[config.mk]
export PLATFORM = sky130hd
export DESIGN_NAME = primitive_assembler
export DESIGN_NICKNAME = d
export VERILOG_FILES = /design/src/rtl/core/pa_pkg.sv /design/src/rtl/core/pa_decode.sv /design/src/rtl/core/pa_emit.sv /design/src/rtl/core/primitive_assembler.sv
export SDC_FILE = /design/constraint.sdc
export NUM_CORES = 1
export LEC_CHECK = 0
export ABC_AREA = 1
export BUFFER_PORTS_ARGS = -buffer_cell sky130_fd_sc_hd__clkbuf_2
export CORE_ASPECT_RATIO = 1.4
export CORE_MARGIN = 2
export CORE_UTILIZATION = 61
export DETAILED_ROUTE_END_ITERATION = 8
export HOLD_SLACK_MARGIN = 0.02
export PLACE_DENSITY = 0.81
export SLEW_MARGIN = 20
export SYNTH_ARGS = -nofsm -noshare
export SYNTH_HDL_FRONTEND = slang
export SYNTH_HIERARCHICAL = 1
export SYNTH_SLANG_ARGS = --single-unit
[constraint.sdc]
create_clock -name clk -period 10.15 [get_ports clk]
set_input_delay 1.015 -clock clk [delete_from_list [all_inputs] [get_ports clk]]
set_output_delay 1.015 -clock clk [all_outputs]
set_load 0.05 [all_outputs]
[src/rtl/core/pa_pkg.sv]
// shared types and constants of the primitive assembler
// no dependencies; used by pa_decode, pa_emit and primitive_assembler
package pa_pkg;

	localparam int INDEX_WIDTH = 32;

	typedef logic [INDEX_WIDTH-1:0] idx_t;

	// primitive mode codes
	localparam logic [3:0] MODE_POINTS      = 4'd0;
	localparam logic [3:0] MODE_LINES       = 4'd1;
	localparam logic [3:0] MODE_LINE_STRIP  = 4'd2;
	localparam logic [3:0] MODE_LINE_LOOP   = 4'd3;
	localparam logic [3:0] MODE_TRIANGLES   = 4'd4;
	localparam logic [3:0] MODE_TRI_STRIP   = 4'd5;
	localparam logic [3:0] MODE_TRI_FAN     = 4'd6;
	localparam logic [3:0] MODE_POLYGON     = 4'd7;
	localparam logic [3:0] MODE_QUADS       = 4'd8;
	localparam logic [3:0] MODE_QUAD_STRIP  = 4'd9;

	// result kinds
	localparam logic [1:0] KIND_POINT = 2'd0;
	localparam logic [1:0] KIND_LINE  = 2'd1;
	localparam logic [1:0] KIND_TRI   = 2'd2;

	// configuration register indexes
	localparam logic [3:0] CFG_PRIMITIVE_MODE     = 4'd0;
	localparam logic [3:0] CFG_TRIANGLES_AS_FACES = 4'd1;

	// per-set assembly state
	typedef struct packed {
		idx_t       first_index;
		idx_t       prev0;
		idx_t       prev1;
		logic [1:0] position;
		logic       strip_parity;
		logic       have_first;
	} set_state_t;

	// up to two primitives produced by one vertex
	typedef struct packed {
		logic [1:0] num_prims;
		logic [1:0] kind;
		logic       wireframe;
		idx_t       a0;
		idx_t       b0;
		idx_t       c0;
		idx_t       a1;
		idx_t       b1;
		idx_t       c1;
	} job_t;

endpackage

[src/rtl/core/pa_decode.sv]
// set state registers and per-vertex decode into a primitive job
// depends on pa_pkg
module pa_decode (
	input  logic              clk,
	input  logic              arst_n,
	input  logic [3:0]        mode,
	input  logic              faces,
	input  pa_pkg::idx_t      v,
	input  logic              last,
	input  logic              consume,
	input  logic              clear,
	output pa_pkg::job_t      job
);

	pa_pkg::set_state_t st_q;
	pa_pkg::set_state_t st_d;

	always_comb begin
		st_d = st_q;
		job = '0;
		job.kind = pa_pkg::KIND_TRI;
		job.wireframe = !faces;
		case (mode)
			pa_pkg::MODE_POINTS: begin
				job.num_prims = 2'd1;
				job.kind = pa_pkg::KIND_POINT;
				job.wireframe = 1'b0;
				job.a0 = v;
			end
			pa_pkg::MODE_LINES: begin
				job.kind = pa_pkg::KIND_LINE;
				job.wireframe = 1'b0;
				if (st_q.position == 2'd0) begin
					st_d.prev0 = v;
					st_d.position = 2'd1;
				end else begin
					job.num_prims = 2'd1;
					job.a0 = st_q.prev0;
					job.b0 = v;
					st_d.position = 2'd0;
				end
			end
			pa_pkg::MODE_LINE_STRIP, pa_pkg::MODE_LINE_LOOP: begin
				job.kind = pa_pkg::KIND_LINE;
				job.wireframe = 1'b0;
				if (st_q.have_first) begin
					job.num_prims = 2'd1;
					job.a0 = st_q.prev0;
					job.b0 = v;
					// loop closes back to the first index
					if (mode == pa_pkg::MODE_LINE_LOOP && last) begin
						job.num_prims = 2'd2;
						job.a1 = v;
						job.b1 = st_q.first_index;
					end
				end else begin
					st_d.first_index = v;
				end
				st_d.prev0 = v;
			end
			pa_pkg::MODE_TRIANGLES: begin
				if (st_q.position == 2'd0) begin
					st_d.first_index = v;
					st_d.position = 2'd1;
				end else if (st_q.position == 2'd1) begin
					st_d.prev0 = v;
					st_d.position = 2'd2;
				end else begin
					job.num_prims = 2'd1;
					job.a0 = st_q.first_index;
					job.b0 = st_q.prev0;
					job.c0 = v;
					st_d.position = 2'd0;
				end
			end
			pa_pkg::MODE_TRI_STRIP: begin
				if (st_q.position >= 2'd2) begin
					job.num_prims = 2'd1;
					job.a0 = st_q.prev1;
					// odd strip vertices swap winding
					job.b0 = st_q.strip_parity ? v : st_q.prev0;
					job.c0 = st_q.strip_parity ? st_q.prev0 : v;
				end else begin
					st_d.position = st_q.position + 2'd1;
				end
				st_d.prev1 = st_q.prev0;
				st_d.prev0 = v;
				st_d.strip_parity = !st_q.strip_parity;
			end
			pa_pkg::MODE_TRI_FAN, pa_pkg::MODE_POLYGON: begin
				if (st_q.position == 2'd0) begin
					st_d.first_index = v;
					st_d.position = 2'd1;
				end else begin
					if (st_q.position >= 2'd2) begin
						job.num_prims = 2'd1;
						job.a0 = st_q.first_index;
						job.b0 = st_q.prev0;
						job.c0 = v;
					end else begin
						st_d.position = 2'd2;
					end
					st_d.prev0 = v;
				end
			end
			pa_pkg::MODE_QUADS, pa_pkg::MODE_QUAD_STRIP: begin
				if (st_q.position == 2'd0) begin
					st_d.first_index = v;
					st_d.position = 2'd1;
				end else if (st_q.position == 2'd1) begin
					st_d.prev1 = v;
					st_d.position = 2'd2;
				end else if (st_q.position == 2'd2) begin
					st_d.prev0 = v;
					st_d.position = 2'd3;
				end else begin
					job.num_prims = 2'd2;
					job.a0 = st_q.first_index;
					job.b0 = st_q.prev1;
					job.c0 = st_q.prev0;
					if (mode == pa_pkg::MODE_QUADS) begin
						job.a1 = st_q.first_index;
						job.b1 = st_q.prev0;
						job.c1 = v;
						st_d.position = 2'd0;
					end else begin
						job.a1 = st_q.prev1;
						job.b1 = v;
						job.c1 = st_q.prev0;
						st_d.first_index = st_q.prev0;
						st_d.prev1 = v;
						st_d.position = 2'd2;
					end
				end
			end
			default: begin
				job.num_prims = 2'd0;
			end
		endcase
		st_d.have_first = 1'b1;
		if (last) begin
			st_d = '0;
		end
	end

	always_ff @(posedge clk or negedge arst_n) begin
		if (!arst_n) begin
			st_q <= '0;
		end else if (clear) begin
			st_q <= '0;
		end else if (consume) begin
			st_q <= st_d;
		end
	end

endmodule

[src/rtl/core/pa_emit.sv]
// result register: holds one job and sends its results one beat at a time
// depends on pa_pkg
module pa_emit (
	input  logic         clk,
	input  logic         arst_n,
	input  logic         load,
	input  pa_pkg::job_t job,
	input  logic         ready,
	output logic         valid,
	output logic [1:0]   kind,
	output pa_pkg::idx_t idx_a,
	output pa_pkg::idx_t idx_b,
	output pa_pkg::idx_t idx_c,
	output logic         is_last,
	output logic         free
);

	pa_pkg::job_t job_q;
	logic         valid_q;
	logic         prim_q;
	logic [1:0]   side_q;
	pa_pkg::idx_t ta;
	pa_pkg::idx_t tb;
	pa_pkg::idx_t tc;

	always_comb begin
		ta = prim_q ? job_q.a1 : job_q.a0;
		tb = prim_q ? job_q.b1 : job_q.b0;
		tc = prim_q ? job_q.c1 : job_q.c0;
		if (job_q.wireframe) begin
			kind = pa_pkg::KIND_LINE;
			idx_c = '0;
			case (side_q)
				2'd0: begin
					idx_a = ta;
					idx_b = tb;
				end
				2'd1: begin
					idx_a = tb;
					idx_b = tc;
				end
				default: begin
					idx_a = tc;
					idx_b = ta;
				end
			endcase
		end else begin
			kind = job_q.kind;
			idx_a = ta;
			idx_b = tb;
			idx_c = tc;
		end
		is_last = (prim_q == (job_q.num_prims == 2'd2))
			&& (!job_q.wireframe || side_q == 2'd2);
	end

	assign valid = valid_q;
	assign free  = !valid_q || (ready && is_last);

	always_ff @(posedge clk or negedge arst_n) begin
		if (!arst_n) begin
			valid_q <= 1'b0;
			prim_q  <= 1'b0;
			side_q  <= 2'd0;
		end else if (load) begin
			valid_q <= 1'b1;
			prim_q  <= 1'b0;
			side_q  <= 2'd0;
		end else if (valid_q && ready) begin
			if (is_last) begin
				valid_q <= 1'b0;
			end else if (job_q.wireframe && side_q != 2'd2) begin
				side_q <= side_q + 2'd1;
			end else begin
				side_q <= 2'd0;
				prim_q <= 1'b1;
			end
		end
	end

	always_ff @(posedge clk) begin
		if (load) begin
			job_q <= job;
		end
	end

endmodule

[src/rtl/core/primitive_assembler.sv]
// top level of the primitive assembler: input register, configuration, decode and result stage
// depends on pa_pkg, pa_decode and pa_emit
//
// Turns a stream of vertex indices into point, line and triangle index tuples
// following the usual primitive modes (points, lines, line strip, line loop,
// triangles, triangle strip, fan, polygon, quads, quad strip). Each accepted
// vertex beat is held in the input register, is decoded against the set
// state, and its primitives move to a result register that sends one result
// beat per cycle while m_tready is high. Each result of a vertex leaves as a
// beat of its own: none or one in most modes, two for quads, quad strips
// and the closing vertex of a line loop, and in wireframe mode
// (triangles_as_faces = 0) three lines per triangle, so up to six lines per
// vertex. Vertices that give no result pass at one per cycle. While a vertex's
// results drain, the input register takes the next vertex and holds it there
// if it has results of its own; tlast on the output marks the final result of
// a vertex. A write of primitive_mode drops the set in progress; configuration
// is to be written only while the block is idle.
module primitive_assembler (
	input  logic         clk,
	input  logic         arst_n,
	// configuration write channel
	input  logic         cfg_valid,
	output logic         cfg_ready,
	input  logic [3:0]   cfg_index,
	input  logic [3:0]   cfg_data,
	// vertex input
	input  logic         s_tvalid,
	output logic         s_tready,
	input  logic [31:0]  s_tdata,   // vertex_index
	input  logic         s_tlast,   // last_vertex
	// result output
	output logic         m_tvalid,
	input  logic         m_tready,
	output logic [95:0]  m_tdata,   // index_a, index_b, index_c
	output logic [1:0]   m_tuser,   // prim_kind
	output logic         m_tlast    // last_result
);

	// configuration registers
	logic [3:0]   mode_q;
	logic         faces_q;
	logic         cfg_we;
	logic         mode_clear;

	// input register
	logic         valid_s1;
	pa_pkg::idx_t vertex_s1;
	logic         last_s1;

	// decode and result stage
	pa_pkg::job_t job;
	logic         consume;
	logic         load;
	logic         emit_free;
	pa_pkg::idx_t idx_a;
	pa_pkg::idx_t idx_b;
	pa_pkg::idx_t idx_c;

	assign cfg_ready  = 1'b1;
	assign cfg_we     = cfg_valid && cfg_ready;
	assign mode_clear = cfg_we && cfg_index == pa_pkg::CFG_PRIMITIVE_MODE;

	always_ff @(posedge clk or negedge arst_n) begin
		if (!arst_n) begin
			mode_q  <= pa_pkg::MODE_TRIANGLES;
			faces_q <= 1'b1;
		end else if (cfg_we) begin
			case (cfg_index)
				pa_pkg::CFG_PRIMITIVE_MODE:     mode_q  <= cfg_data;
				pa_pkg::CFG_TRIANGLES_AS_FACES: faces_q <= cfg_data[0];
				default: begin
					// writes beyond the register list are dropped
				end
			endcase
		end
	end

	// the input register moves on once the result register can take its job,
	// at once when the vertex makes no result
	assign consume  = valid_s1 && (emit_free || job.num_prims == 2'd0);
	assign load     = consume && job.num_prims != 2'd0;
	assign s_tready = !valid_s1 || consume;

	always_ff @(posedge clk or negedge arst_n) begin
		if (!arst_n) begin
			valid_s1 <= 1'b0;
		end else if (s_tready) begin
			valid_s1 <= s_tvalid;
		end
	end

	always_ff @(posedge clk) begin
		if (s_tvalid && s_tready) begin
			vertex_s1 <= s_tdata[pa_pkg::INDEX_WIDTH-1:0];
			last_s1   <= s_tlast;
		end
	end

	pa_decode u_decode (
		.clk     (clk),
		.arst_n  (arst_n),
		.mode    (mode_q),
		.faces   (faces_q),
		.v       (vertex_s1),
		.last    (last_s1),
		.consume (consume),
		.clear   (mode_clear),
		.job     (job)
	);

	pa_emit u_emit (
		.clk     (clk),
		.arst_n  (arst_n),
		.load    (load),
		.job     (job),
		.ready   (m_tready),
		.valid   (m_tvalid),
		.kind    (m_tuser),
		.idx_a   (idx_a),
		.idx_b   (idx_b),
		.idx_c   (idx_c),
		.is_last (m_tlast),
		.free    (emit_free)
	);

	// indexes zero-extended to the 32-bit fields
	assign m_tdata = {32'(idx_c), 32'(idx_b), 32'(idx_a)};

	// an empty input register always takes a beat
	a_ready_when_empty: assert property (@(posedge clk) disable iff (!arst_n)
		!valid_s1 |-> s_tready)
		else $error("input stalled with empty input register");

	// the final beat of a job empties the result register unless a new job loads
	a_drain_after_last: assert property (@(posedge clk) disable iff (!arst_n)
		(m_tvalid && m_tready && m_tlast && !load) |=> !m_tvalid)
		else $error("result register still valid after final beat");

	// lines and points never carry a third index
	a_no_third_index: assert property (@(posedge clk) disable iff (!arst_n)
		(m_tvalid && m_tuser != pa_pkg::KIND_TRI) |-> m_tdata[95:64] == 32'd0)
		else $error("third index set on a point or line");

	// a result beat held by backpressure does not lose the job
	a_job_held: assert property (@(posedge clk) disable iff (!arst_n)
		(m_tvalid && !m_tready) |=> (m_tvalid && $stable(m_tdata) && $stable(m_tlast)))
		else $error("stalled result changed");

endmodule

==> run metrics, run 1 <==
skew final=11.2 ps; power density cells=327 nW/um^2; Starting Density=62.0%; Avg WL per Cell=19.4 um; Post-Syn Nets=2,543; number of inserted diodes=0; die area=32,900 sq um; Total Neg Setup Slack=0 ps; DP HPWL=32,800 um; Initial DRC Count=2,445; largest net degree at the start of global routing=141; VDD IR max=232 uV; initial antenna violation count=0; # rows=76; Worst setup SP type=flip-flop; most frequent cells in the layout=nand2_1, o21ai_0, edfxtp_1, inv_1, nor2_1; Post-synth EDFFs=230; # port buffers=146; Placer Congestion=0.929; IO Count=148; DRT antenna net count=0; Pleak=0.00941 uW; Mapped Area=19,200 sq um; outcome=completed; Pre-Repair DR Iteration Count=8; clock slew at the register clock pins of the worst setup and hold paths=60 ps; CTS Hold Bufs=0; RSZ-0062 raised after global routing=no; endpoints failing setup=0; fmax=0.208 GHz; post-CTS setup buffers=0; Die Height=214 um; Syn Inst Count=2,489; share of cells above drive strength 1=10.7%; DRC viols=0; P&R area growth vs syn=8.69%; CTS resizes=0; core area=30,900 sq um; CP Class=reg2out; Fill cells=2,497; Final min period=4800 ps; sequential area share after synthesis=50.4%; Crit path arrival time=3780 ps; CTS Buf Count=31; Worst Path Max Fanout=33; DR vias=18,000; nets=2,585; CTS H-Tree Depth=1; Skew-Pair Late Insertion Delay=580 ps; DR vias/cell=6.11; top_reg_cell synth=edfxtp_1; post-synthesis cell type count=36; max-slew violations=0; fin util=67.4%; crit path capture type=output pin; commonest non-fill, non-tap cell in the layout=nand2_1; Yosys warning count=6; period utilisation layout=47.3%; Worst-Margin Slew=1160 ps; GR Overflow Total=0; FFs w/ async S/R, synth=32.4%; clk root buf=clkbuf_16; synthesized area per cell=7.70 sq um; Worst Hold Class=in2async; Longest Clk Path Bufs=3; max_slew headroom=22.3%; CP required=9140 ps; vias in the first global route=17,200; MaxCap Viol Count=0; CTS sink cnt=340; Total GRT Usage=34.4%; CTS tree=built; wirelength, routed=57,100 um; Hold Fails Final Rpt=0; #FFs+latches synth=340; Die Wd=154 um; first-pass GRT wire length=88,900 um
final timing paths:
check / start / to / slack [ps] / depth (start not counted)
worst max register to register: mode_q[1]$_DFFE_PN0P_ / u_emit/side_q[0]$_DFFE_PN0P_ / 5670 / 12
worst min register to register: faces_q$_DFFE_PN1P_ / faces_q$_DFFE_PN1P_ / 470 / 2
worst max-delay path: u_emit/side_q[0]$_DFFE_PN0P_ / m_tdata[25] / 5350 / 9
worst min-delay path: arst_n / u_decode/st_q[22]$_DFFE_PN0P_ / 420 / 1
max in group asynchronous: arst_n / u_emit/prim_q$_DFFE_PN0P_ / 8170 / 2
min in group clk: faces_q$_DFFE_PN1P_ / faces_q$_DFFE_PN1P_ / 470 / 2
per-stage QoR:
| step | cells | hold WS [ps] | power [uW] | cell area, sq um | worst slack [ps] |
|---|---|---|---|---|---|
| global route | 2945 | 444 | 7160 | 20800 | 5210 |
| CTS | 2944 | 427 | 6750 | 20800 | 5450 |
| detailed placement | 2887 | 469 | 5530 | 19800 | 5790 |
| finish | 2945 | 416 | 6820 | 20800 | 5350 |
| floorplan | 2489 | 442 | 4690 | 19200 | 3040 |
| global placement | 2887 | 458 | 5440 | 19800 | 5970 |
where the power goes:
part | switching [uW] | total [uW] | leakage [uW] | internal [uW]
Combinational | 2610 | 3330 | 0.00525 | 714
Clock | 521 | 1230 | 0.000535 | 709
Sequential | 320 | 2260 | 0.00363 | 1940
Total | 3450 | 6820 | 0.00941 | 3360
state kept, by name (all words and copies together), names as in the netlist:
| register | count |
|---|---|
| last_s1 | 1 |
| u_emit/prim_q | 1 |
| valid_s1 | 1 |
| vertex_s1 | 32 |
| u_decode/st_q | 100 |
| u_emit/valid | 1 |
| mode_q | 4 |
| u_emit/side_q | 2 |
| faces_q | 1 |
| u_emit/job_q | 197 |
logic make-up after synthesis:
| group | count (synthesis) | share of synthesized area, % |
|---|---|---|
| and+or+nand+nor | 1235 | 25.9 |
| AOI/OAI and AO/OA | 538 | 14.6 |
| buffers and inverters | 367 | 8.50 |
| DFF | 340 | 50.4 |
| adders and majority gates | 8 | 0.522 |
| other | 1 | 0.0196 |
critical path, cell delays in order, from the launching register on:
cell and delay (ps):
dfrtp_1 390, inv_1 80, ha_1 240, nor2_4 810
inv_1 590, buf_4 410, o21ai_0 220, nand2_1 70
nand2_1 80, clkbuf_2 270
routing by layer:
metal  share of wire, %  wire (um)  GRT usage [%]  vias to the layer above
li1                   -          -              -                     8246
met1                 36      20300           42.2                     8255
met2                 47      27100           57.6                     1256
met3                 12       6640           6.83                      248
met4                5.3       3030           19.3                        0
met5                  0          0              0                        -
layout make-up:
cell class,count,area (sq um),area share [%]
well taps,390,488,2.34
clock buffers,37,828,3.98
inverters,206,773,3.71
repair buffers,170,930,4.46
flip-flops and latches,340,9670,46.4
clock inverters,20,231,1.11
multi-input cells,1782,7920,38.0
Yosys cell counts, types with 2 or more instances:
cell,n,area (sq um)
nand3_1,120,601
o22ai_1,84,526
clkbuf_1,53,199
buf_1,13,48.8
o21ai_1,52,260
buf_2,55,275
dfrtp_1,108,2700
edfxtp_1,230,6910
inv_2,9,33.8
nand2_1,920,3450
dfstp_2,2,52.6
nand4_1,8,50.1
nand3_4,2,35.0
buf_4,22,165
o21ai_0,287,1440
clkbuf_2,5,25.0
a21oi_1,111,556
nand2_2,9,56.3
nor2_2,9,56.3
nor2_4,5,56.3
nor2_8,2,40.0
nor2_1,155,582
buf_6,12,135
ha_1,8,100
inv_1,197,739
(Power assumes the default switching activity.)
==> run 2: changes to the inputs <==
--- a/config.mk
+++ b/config.mk
@@ -5,7 +5,7 @@
 export SDC_FILE = /design/constraint.sdc
 export NUM_CORES = 1
 export LEC_CHECK = 0
-export ABC_AREA = 1
+export ABC_AREA = 0
 export BUFFER_PORTS_ARGS = -buffer_cell sky130_fd_sc_hd__clkbuf_2
 export CORE_ASPECT_RATIO = 1.4
 export CORE_MARGIN = 2
==> constraint.sdc (replaced) <==
create_clock -name clk -period 4.99 [get_ports clk]
set_input_delay 0.499 -clock clk [delete_from_list [all_inputs] [get_ports clk]]
set_output_delay 0.499 -clock clk [all_outputs]
set_load 0.05 [all_outputs]
==> run 2 against run 1 <==
The flow now finishes with violations (DRC). Core utilization up 0.88 points. Sequential cell count stayed put. Clock power increased by 120%. Register-to-register slack worse by 4400 ps. First-iteration DRC count is 17% lower. Final cell count decreased by 29%. Combinational power up 72%. Global-route usage decreased by 2.8 points. Clock skew up 6.8 ps. Cell area fell by 1.9%.
==> run metrics, run 2 <==
DR vias/cell=6.81; initial antenna violation count=0; Die Height=210 um; CP Cell Sequence=buf_4, mux2i_1, o221ai_1, clkbuf_2; CTS Hold Bufs=0; share of cells above drive strength 1=22.6%; CTS H-Tree Depth=2; top post-synthesis cells by area=edfxtp_1, dfrtp_1, mux2i_1, nand2_1, mux2_2; Clock Power Share=20.6%; MaxCap Viol Count=0; Hold Fails Final Rpt=0; Worst Path Max Fanout=53; Worst Hold Class=in2async; total power=13,300 uW; Crit path arrival time=3480 ps; max_slew headroom=22.5%; Largest Register=u_emit/job_q; CP bufs+invs=2; Post-Place Cells=2,040; Crit path largest cell delay=920 ps; delay-heaviest family, CP=buffers and inverters; # rows=75; Worst-Margin Slew=1160 ps; reg-to-reg critical path startpoint=u_decode/st_q[3]$_DFFE_PN0P_; switch share=44.7%; skew final=18.0 ps; GR Overflow Total=0; non-filler instance count after layout=2,103; R2R Setup Slk=1270 ps; Synth area leader=edfxtp_1; Longest Clk Path Bufs=3; Final min period=3980 ps; endpoints failing setup=0; Pleak=0.00771 uW; nets=1,746; Avg WL per Cell=24.0 um; post-synthesis cell type count=62; FFs w/ async S/R, synth=32.4%; Mapped Area=18,600 sq um; Syn Inst Count=1,688; biggest regs=u_emit/job_q (197), u_decode/st_q (100), vertex_s1 (32); fmax=0.251 GHz; # port buffers=146; Skew-Pair Late Insertion Delay=520 ps; synth cell count leaders=nand2_1, edfxtp_1, mux2i_1; CTS tree=built; DP HPWL=28,400 um; Post-synth EDFFs=230; part of the power in registers=36.3%; VDD IR max=500 uV; Initial DRC Count=2,019; Comb pwr share=43.0%; CTS Buf Count=34; first-pass GRT wire length=77,600 um; clock slew at the register clock pins of the worst setup and hold paths=60 ps; worst r2r dst=u_decode/st_q[90]$_DFFE_PN0P_; Starting Density=62.0%; sequential area share after synthesis=52.0%; synthesized area per cell=11.0 sq um; top_reg_cell synth=edfxtp_1; most frequent cells in the layout=nand2_1, edfxtp_1, mux2i_1, clkbuf_2, dfrtp_1; IO Count=148; core area=29,900 sq um; largest net degree at the start of global routing=204; Post-Syn Nets=1,742; Pre-Repair DR Iteration Count=9; commonest non-fill, non-tap cell in the layout=nand2_1; internal power=7350 uW; RSZ-0062 raised after global routing=no; DRT antenna net count=0; CTS sink cnt=340; DR vias=14,300; Fill cells=2,136; post-CTS setup buffers=0; clk root buf=clkbuf_16; crit path capture type=output pin; r2r worst-path depth=13; max-slew violations=0; Yosys top cell area share=37.2%; vias in the first global route=14,200; Total GRT Usage=31.6%; CP Class=reg2out; Die Wd=151 um; number of inserted diodes=0; period utilisation layout=79.7%; Largest register FFs=197; P_sw=5940 uW; violated checks=DRC; worst hold slack=114 ps; outcome=complete, but fails checks; wirelength, routed=50,400 um; CTS resizes=0; Yosys warning count=6; #FFs+latches synth=340; DRC viols=1; CP required=4490 ps; power density cells=650 nW/um^2; Placer Congestion=0.869; Worst setup SP type=flip-flop; die area=31,900 sq um; slowest CP cell=dfrtp_4; count leader, synth=nand2_1; P&R area growth vs syn=10.1%
## run 2: changes by cell type in the layout (fill, tap and decap cells not counted), moves of 42 or more
cell / delta
a222oi_1: +64
a22o_1: +64
inv_1: -155
mux2_2: +68
mux2i_1: +161
nand2_1: -549
nand3_1: -118
nor2_1: -143
nor2b_1: +42
o21ai_0: -218
o21ai_1: -51
o22ai_1: -83
## run 2: worst max-delay path by stage
stage                               endpoint                          from  slack (ps)  cells after the start
6_report                         m_tdata[23]     u_emit/prim_q$_DFFE_PN0P_        1010                      4
5_1_grt                          m_tdata[22]     u_emit/prim_q$_DFFE_PN0P_         950                      4
4_1_cts                          m_tdata[23]     u_emit/prim_q$_DFFE_PN0P_        1090                      4
3_5_place_dp   u_decode/st_q[32]$_DFFE_PN0P_  u_decode/st_q[3]$_DFFE_PN0P_        1320                     13
3_3_place_gp   u_decode/st_q[77]$_DFFE_PN0P_  u_decode/st_q[3]$_DFFE_PN0P_        1380                     13
2_1_floorplan   u_emit/side_q[0]$_DFFE_PN0P_  u_decode/st_q[2]$_DFFE_PN0P_        -200                     13
## run 2: area by class of cell
cell class	instances	area [sq um]	area share, %
flip-flops and latches	340	9670	47.3
multi-input cells	1101	7920	38.7
clock buffers	48	1040	5.09
repair buffers	173	1010	4.92
well taps	385	482	2.36
clock inverters	14	171	0.838
inverters	42	158	0.771
## run 2: kinds of logic (layout without fill, tap and decap cells)
logic type	after synthesis	in the layout	synth area share [%]
fa+ha+maj	8	8	0.539
mux	231	231	12.9
other cells	1	1	0.0202
compound gates	393	393	17.5
buf+inv	247	277	6.00
flops	340	340	52.0
xor+xnor	1	1	0.0472
simple gates	467	467	10.9
## run 2: through the flow
stage                     setup slack, ps  TNS, ps  cell area (sq um)  utilization (%)
after floorplan                      -205   -27130              18600                -
after global placement               1380        0              19200             64.2
after detailed placement             1320        0              19200             64.2
after CTS                            1090        0              20400             68.2
after global routing                  953        0              20400             68.3
final                                1010        0              20400             68.3
## run 2: power by group through the flow
stage / sequential, uW / combinational (uW) / clock (uW)
after floorplan: 4360 / 4720 / 0
after global placement: 4780 / 5520 / 0
after detailed placement: 4840 / 5630 / 0
after CTS: 4790 / 5650 / 2780
after global routing: 4920 / 6020 / 2870
final: 4830 / 5720 / 2740
## run 2: routing by layer
layer	global-route usage, %	up-vias	wire length [um]	part of all wire, %
met2	52.4	935	24900	49
met1	39.7	6984	18300	36
met5	0	-	0	0
li1	-	6217	-	-
met4	17.1	0	2530	5.0
met3	4.98	178	4720	9.4
